`src/rtl/core/svpwm_duty_modulator_macros.svh`:
```
// ----------------------------------------------------------------------------
// SVPWM duty modulator assertion macros
// Shared concurrent assertion forms for the modulator RTL.
// ----------------------------------------------------------------------------
`ifndef SVPWM_DUTY_MODULATOR_MACROS_SVH
`define SVPWM_DUTY_MODULATOR_MACROS_SVH

// A property that must hold at every clock edge outside reset.
`define SVPWM_ASSERT_HOLDS(lbl, clk, rst, prop, msg) \
   lbl: assert property (@(posedge clk) disable iff (rst) (prop)) \
      else $error(msg);

// A condition in one cycle that implies another in the next cycle.
`define SVPWM_ASSERT_NEXT(lbl, clk, rst, ante, cons, msg) \
   lbl: assert property (@(posedge clk) disable iff (rst) (ante) |=> (cons)) \
      else $error(msg);

`endif

```
`src/rtl/core/svpwm_pkg.sv`:
```
// ----------------------------------------------------------------------------
// SVPWM duty modulator package
// Widths, fixed-point constants and pipeline sideband types.
// ----------------------------------------------------------------------------
package svpwm_pkg;

   // Field and internal widths.
   localparam int IN_W      = 16;
   localparam int DUTY_W    = 16;
   localparam int CEIL_W    = 16;
   localparam int BUS_W     = 15;
   localparam int PHASE_W   = 33;
   localparam int SPAN_W    = 33;
   localparam int AVAIL_W   = 32;
   localparam int SCALE_Q_W = 15;
   localparam int DUTY_Q_W  = 16;
   localparam int PROD_W    = 49;
   localparam int LANES     = 3;

   // Q1.15 one and one half.
   localparam logic [DUTY_W-1:0] Q15_ONE  = 16'd32768;
   localparam logic [DUTY_W-1:0] Q15_HALF = 16'd16384;

   // sqrt(3)/2 in Q.16.
   localparam logic signed [16:0] SQRT3_HALF_Q16 = 17'sd56756;

   typedef logic signed [PHASE_W-1:0] phase_type;
   typedef logic [SPAN_W-1:0]         span_type;

   // Data that rides along the scale divider.
   typedef struct packed {
      logic                              need_scale;
      logic [LANES-1:0][SPAN_W-1:0]      diff;
      logic [BUS_W-1:0]                  bus;
      logic                              bus_invalid;
      logic [CEIL_W-1:0]                 ceiling;
   } scale_side_type;

   // Data that rides along the duty dividers.
   typedef struct packed {
      logic [DUTY_W-1:0] scale;
      logic              bus_invalid;
      logic [CEIL_W-1:0] ceiling;
   } duty_side_type;

   localparam int SCALE_SIDE_W = $bits(scale_side_type);
   localparam int DUTY_SIDE_W  = $bits(duty_side_type);

endpackage

```
`src/rtl/core/svpwm_div_pipe.sv`:
```
// ----------------------------------------------------------------------------
// SVPWM pipelined restoring divider
// One quotient bit per register stage for several lanes that share a divisor,
// with a valid bit and a sideband word traveling alongside.
// ----------------------------------------------------------------------------
module svpwm_div_pipe #(
   parameter int LANES = svpwm_pkg::LANES,
   parameter int DW    = svpwm_pkg::BUS_W,
   parameter int QW    = svpwm_pkg::DUTY_Q_W,
   parameter int SW    = svpwm_pkg::DUTY_SIDE_W
) (
   input  logic                        clock,
   input  logic                        reset,
   input  logic                        advance,
   input  logic                        in_valid,
   input  logic [LANES-1:0][DW-1:0]    in_rem,
   input  logic [LANES-1:0][QW-1:0]    in_low,
   input  logic [DW-1:0]               in_divisor,
   input  logic [SW-1:0]               in_side,
   output logic                        out_valid,
   output logic [LANES-1:0][QW-1:0]    out_quot,
   output logic [SW-1:0]               out_side
);

   // Stage registers: partial remainder, dividend bits / quotient bits.
   logic [QW-1:0]                valid_ff;
   logic [LANES-1:0][DW-1:0]     rem_ff  [QW];
   logic [LANES-1:0][QW-1:0]     low_ff  [QW];
   logic [DW-1:0]                div_ff  [QW];
   logic [SW-1:0]                side_ff [QW];

   logic [QW-1:0]                valid_src;
   logic [LANES-1:0][DW-1:0]     rem_src  [QW];
   logic [LANES-1:0][QW-1:0]     low_src  [QW];
   logic [DW-1:0]                div_src  [QW];
   logic [SW-1:0]                side_src [QW];

   logic [LANES-1:0][DW-1:0]     rem_in   [QW];
   logic [LANES-1:0][QW-1:0]     low_in   [QW];

   // Each stage reads the ports or the stage before it.
   always_comb begin
      valid_src[0] = in_valid;
      rem_src[0]   = in_rem;
      low_src[0]   = in_low;
      div_src[0]   = in_divisor;
      side_src[0]  = in_side;
      for (int k = 1; k < QW; k++) begin
         valid_src[k] = valid_ff[k-1];
         rem_src[k]   = rem_ff[k-1];
         low_src[k]   = low_ff[k-1];
         div_src[k]   = div_ff[k-1];
         side_src[k]  = side_ff[k-1];
      end
   end

   // One restoring step per stage: shift in the next dividend bit and
   // subtract the divisor when it fits; the quotient bit fills from the right.
   always_comb begin
      logic [DW:0] carry;
      logic [DW:0] trial;
      logic        qbit;
      for (int k = 0; k < QW; k++) begin
         for (int l = 0; l < LANES; l++) begin
            carry = {rem_src[k][l], low_src[k][l][QW-1]};
            trial = carry - {1'b0, div_src[k]};
            qbit  = ~trial[DW];
            if (qbit) begin
               rem_in[k][l] = trial[DW-1:0];
            end else begin
               rem_in[k][l] = carry[DW-1:0];
            end
            low_in[k][l] = {low_src[k][l][QW-2:0], qbit};
         end
      end
   end

   // Valid bits.
   always_ff @(posedge clock) begin
      if (reset) begin
         valid_ff <= '0;
      end else if (advance) begin
         valid_ff <= valid_src;
      end
   end

   // Payload.
   always_ff @(posedge clock) begin
      if (advance) begin
         for (int k = 0; k < QW; k++) begin
            rem_ff[k]  <= rem_in[k];
            low_ff[k]  <= low_in[k];
            div_ff[k]  <= div_src[k];
            side_ff[k] <= side_src[k];
         end
      end
   end

   assign out_valid = valid_ff[QW-1];
   assign out_quot  = low_ff[QW-1];
   assign out_side  = side_ff[QW-1];

endmodule

```
`config.mk`:
```
export PLATFORM = sky130hd
export DESIGN_NAME = svpwm_div_pipe
export DESIGN_NICKNAME = d
export VERILOG_FILES = /design/src/rtl/core/svpwm_duty_modulator_macros.svh /design/src/rtl/core/svpwm_pkg.sv /design/src/rtl/core/svpwm_div_pipe.sv
export SDC_FILE = /design/constraint.sdc
export NUM_CORES = 2
export LEC_CHECK = 0
export ABC_AREA = 1
export BUFFER_PORTS_ARGS = -buffer_cell sky130_fd_sc_hd__buf_2
export CAP_MARGIN = 20
export CORE_ASPECT_RATIO = 0.9
export CORE_UTILIZATION = 39
export CTS_CLUSTER_SIZE = 16
export DETAILED_ROUTE_END_ITERATION = 10
export GPL_TIMING_DRIVEN = 0
export MAX_ROUTING_LAYER = met4
export PLACE_DENSITY_LB_ADDON = 0.12
export SKIP_LAST_GASP = 1
export SYNTH_ARGS = -nofsm -noshare
export SYNTH_HDL_FRONTEND = slang
export SYNTH_SLANG_ARGS = --single-unit
```
`constraint.sdc`:
```
create_clock -name clock -period 2.3 [get_ports clock]
set_input_delay 0.69 -clock clock [delete_from_list [all_inputs] [get_ports clock]]
set_output_delay 0.69 -clock clock [all_outputs]
set_load 0.01 [all_outputs]
```
After elaboration in Yosys (flattened, before gate mapping):

Memories as Yosys holds them, arrays and structs flattened.
Cells that the tools add are included.

* register bits after elaboration: 16
* memories: 4
* RAM bits: 2256
* output and inout bits: 82
* bits of input ports: 145

Memory list
* low_ff: depth 16, width 48, read ports 16, clocked after Yosys merged registers in 0, write ports 16, line svpwm_div_pipe.sv:28 `logic [LANES-1:0][QW-1:0] low_ff [QW];`
* rem_ff: depth 16, width 45, read ports 15, clocked after Yosys merged registers in 0, write ports 16, line svpwm_div_pipe.sv:27 `logic [LANES-1:0][DW-1:0] rem_ff [QW];`
* side_ff: depth 16, width 33, read ports 16, clocked after Yosys merged registers in 0, write ports 16, line svpwm_div_pipe.sv:30 `logic [SW-1:0] side_ff [QW];`
* div_ff: depth 16, width 15, read ports 15, clocked after Yosys merged registers in 0, write ports 16, line svpwm_div_pipe.sv:29 `logic [DW-1:0] div_ff [QW];`

* mux-type cells: 50
* bitwise operators: 48
* add/subtract/negate cells: 48

Operator list (count)
* $sub 16x15->16: 48
* $mux 15: 48
* $not 1->1: 48
* $mux 1: 2

Depth between registers and ports, before layout:

* depth in word-level cells: 2
* mapped depth: 13

Worst setup path before layout:

OpenSTA, ideal clock, no wires.

* path kind: input to register
* from: input in_divisor[2]
* to: memory rem_ff[0][16] in the netlist's numbering (data pin)
* data arrival time: 1.945 ns
* stages: 11
* library setup time: 0.252 ns
* setup slack: 0.103 ns
* path through: inv_1 -> ha_1 -> or2_1 -> nand3_2 -> nand2_1 -> nand2_4 -> nand2_4 -> nand2_4 -> nand2_4 -> nand2_1 -> nand2_1

RTL lines
* from (decl): line svpwm_div_pipe.sv:18 `input logic [DW-1:0] in_divisor,`
* to (decl): line svpwm_div_pipe.sv:27

==> results.py <==
metrics = {
    "power": {
        "power_switching_share_pct": 43.00,
        "power.internal_mw": 122.4,
        "leakagePower_nw": 73.76,
        "seqPwrFrac_pct": 30.5,
        "vdd_drop_max_mv": 0.8115,
        "p_switching_mw": 92.34,
        "p_clk_share_pct": 18.5,
        "power_mw": 214.8,
        "p_comb_share_pct": 51.0,
        "p_per_area_mw_per_mm2": 1331,
    },
    "layout": {
        "multi_input_area_mm2": 0.06210,
        "final_cells": 19780,
        "regArea_mm2": 0.06626,
        "layout-drive-gt1-share_pct": 24.79,
        "num-fill-cells": 29760,
        "nNetsFinal": 16190,
        "synthToLayoutAreaGrowth_pct": 27.62,
    },
    "synth": {
        "synth_fp_nets": 14880,
        "yosys.area.top_type": "edfxtp_1",
        "ys_seq_elements": 2212,
        "synthArstFlopShare_pct": 0,
        "syn_avg_cell_area_um2": 9.049,
        "postSynthCellCount": 13970,
        "synth_common_cells": "5172 x nand2_1, 2239 x inv_1, 2196 x edfxtp_1",
        "ys_warn_count": 0,
        "synth_enable_flop_cells": 2196,
        "ys_seq_area_share_pct": 52.40,
        "syn_area_mm2": 0.1265,
        "yosysMostFrequentCell": "nand2_1",
        "synth_cell_type_count": 36,
        "yosysTopAreaCellShare_pct": 52.15,
        "ys.flop_type": "edfxtp_1",
        "synthTopCellsByArea": "edfxtp_1 52%, nand2_1 15%, ha_1 7.1%, inv_1 6.6%, nand3_1 5.7%",
    },
    "detailed_routing": {
        "drtIter0Drc": 6574,
        "ant_nets": 0,
        "routedWlPerCell_um": 17.70,
        "dr.pass1.iters": 7,
        "vias": 95050,
        "via_per_inst": 4.805,
        "drc": 0,
        "drt_wl_total_um": 350200,
    },
    "floorplanning": {
        "die_h_um": 542.2,
        "die_x_um": 602.2,
        "core-area_mm2": 0.3212,
        "ios": 227,
        "row_count": 197,
        "dieArea_mm2": 0.3265,
        "initial_core_util_pct": 39.37,
    },
    "global_routing": {
        "grt_pass1_vias": 86000,
        "grt_max_degree": 164,
        "grt.total_usage_pct": 20.53,
        "grt_first_pass_wirelength_um": 503000,
        "antenna_found_initial": 11,
        "grt_overflow": 0,
    },
    "sta": {
        "skew_ps": 89.16,
        "layout_setup_ws_ps": -130.9,
        "slew_violations": 0,
        "timing.final.crit_share_pct": 105.7,
        "relSlewSlack_pct": 28.39,
        "hold_violations": 0,
        "setup_violations": 134,
        "rsz0062_at_grt": "true",
        "fmax_ghz": 0.4114,
        "tightest_slew_ps": 1074,
        "fin_setup_tns_ps": -4803,
        "final.min_clock_period_ps": 2431,
    },
    "clock_tree": {
        "cts.sinks": 2212,
        "cts_tree": "built",
        "root_buffer": "clkbuf_16",
        "clock_path_buffers": 4,
        "cts_buffers": 245,
        "clkTransAtPathRegs_ps": 60,
        "clock_latency_ps": 970,
        "ctsHtreeMaxLevel": 4,
    },
    "outcome": {
        "violations": "negative setup slack",
        "status": "complete, but fails checks",
    },
    "placement": {
        "dp.cells": 18490,
        "dp_hpwl_um": 253500,
        "place.gp.congestion": 0.9255,
        "port_buffers": 225,
    },
    "run": {
        "cap_violations": 0,
    },
    "worst_setup_path": {
        "crit_path_frequent_cell": "nand2_1",
        "cp_data_arrival_time_ps": 3190,
        "r2r_cells": 13,
        "slowest_stage": "edfxtp_1",
        "path_cells": "clkinvlp_4, buf_12, ha_4, nand2_1, nand2_1, nand2_1, nand2_2, a21oi_4, buf_6, nand3_4, nand2_8, nand2_1, nand2_2",
        "cp_slowest_stage_delay_ps": 420,
        "reg2reg_from": "div_ff[1][57]",
        "cp_max_fo": 8,
        "worstSetupPathType": "flip-flop to flip-flop",
        "cp.required_ps": 3060,
        "r2r_setup_slack_ps": -130,
        "worst_setup_path_end_kind": "flip-flop",
        "r2r-end": "rem_ff[1][202]",
        "start_kind": "flip-flop",
    },
    "hold_path": {
        "min_to": "div_ff[0][1]",
        "hold_path.class": "input port to flip-flop",
        "whs_path_depth": 1,
        "min_from": "in_divisor[1]",
    },
}
-- metrics by stage --
step	worst slack [ps]	util (%)	instance area [µm²]	hold slack, ps
global placement	-36600	41.39	132900	400.0
detailed placement	-3157	41.52	133400	404.5
floorplan	102.8	-	126500	400.3
CTS	-103.8	46.14	148200	8.607
finish	-130.9	50.24	161400	75.63
global route	-213.0	50.24	161400	38.66
-- sequential cells by signal, summed over array words and instances (netlist names) --
register  cells
div_ff      225
low_ff      768
rem_ff      675
side_ff     528
valid_ff     16
-- per-layer routing --
layer	global-route usage [%]	up-vias	share of wire, %
li1	-	48380	-
met1	27.46	44510	46
met2	33.59	1683	48
met3	1.720	483	3.6
met4	5.496	0	3.0
met5	-	-	0
-- layout make-up --
cell class,count,share of cell area [%]
Antenna cell,8,0.01241
Buffer,67,0.3132
Clock buffer,286,3.908
Clock inverter,170,1.087
Inverter,2259,5.564
Multi-Input combinational cell,9480,38.48
Sequential cell,2212,41.06
Tap cell,4278,3.317
Timing Repair Buffer,1022,6.255
-- cell families after synthesis --
family / Yosys count / share of synthesized area, %
XOR/XNOR: 225 / 1.558
AO/OA/AOI/OAI: 344 / 1.865
flip-flops: 2212 / 52.40
buffers and inverters: 2380 / 7.404
AND/OR/NAND/NOR: 8051 / 28.96
adder cells (fa/ha/maj): 762 / 7.807
-- worst max-delay path: cells and delay by family (launching register included) --
| kind | cells | cell delay [ps] |
|---|---|---|
| compound gates | 1 | 240 |
| fa+ha+maj | 1 | 250 |
| buf+inv | 3 | 580 |
| flops | 1 | 420 |
| simple gates | 8 | 790 |
-- power by group through the flow --
stage                     Clock, mW  Combinational (mW)  Sequential [mW]
after floorplan                   0                62.6             60.5
after detailed placement          0                82.1             64.4
final                          39.7                 110             65.5
after CTS                      41.0                88.3             64.1
after global placement            0                73.9             64.0
after global routing           42.4                 121             66.1
-- placed cells by master, fill, tap and decap left out, types with 193 or more instances in the layout --
cell type  count
nand2_4      245
nand2_8      203
xor2_1       215
edfxtp_1    2196
nand2_2      671
clkbuf_16    246
buf_2        204
nand3_1     1100
nand4_1      193
nand2_1     4512
ha_1         401
nor2_1       499
nand3_2      354
buf_4        495
inv_1       2015
a21oi_1      207
ha_4         257
-- how the worst max path moves through the flow --
| stage | start | to | slack (ps) | cells after the start |
|---|---|---|---|---|
| 3_5_place_dp | advance | low_ff[1][359] | -3160 | 7 |
| 3_3_place_gp | advance | low_ff[1][359] | -36600 | 1 |
| 2_1_floorplan | in_divisor[2] | rem_ff[0][16] | 100 | 11 |
| 5_1_grt | div_ff[1][57] | rem_ff[1][202] | -210 | 13 |
| 6_report | div_ff[1][57] | rem_ff[1][202] | -130 | 13 |
| 4_1_cts | side_ff[1][232] | out_side[1] | -100 | 1 |
-- timing repair --
action                                  in CTS  in global routing
buffers inserted                           249                429
endpoints found under the setup margin    1725                655
cloned                                      25                 86
endpoints found under the hold margin      115                  0
hold buffers                                95                  0
pin swaps                                   83                598
gates resized for setup                    650               1834
Power figures use the tool's default switching activity.
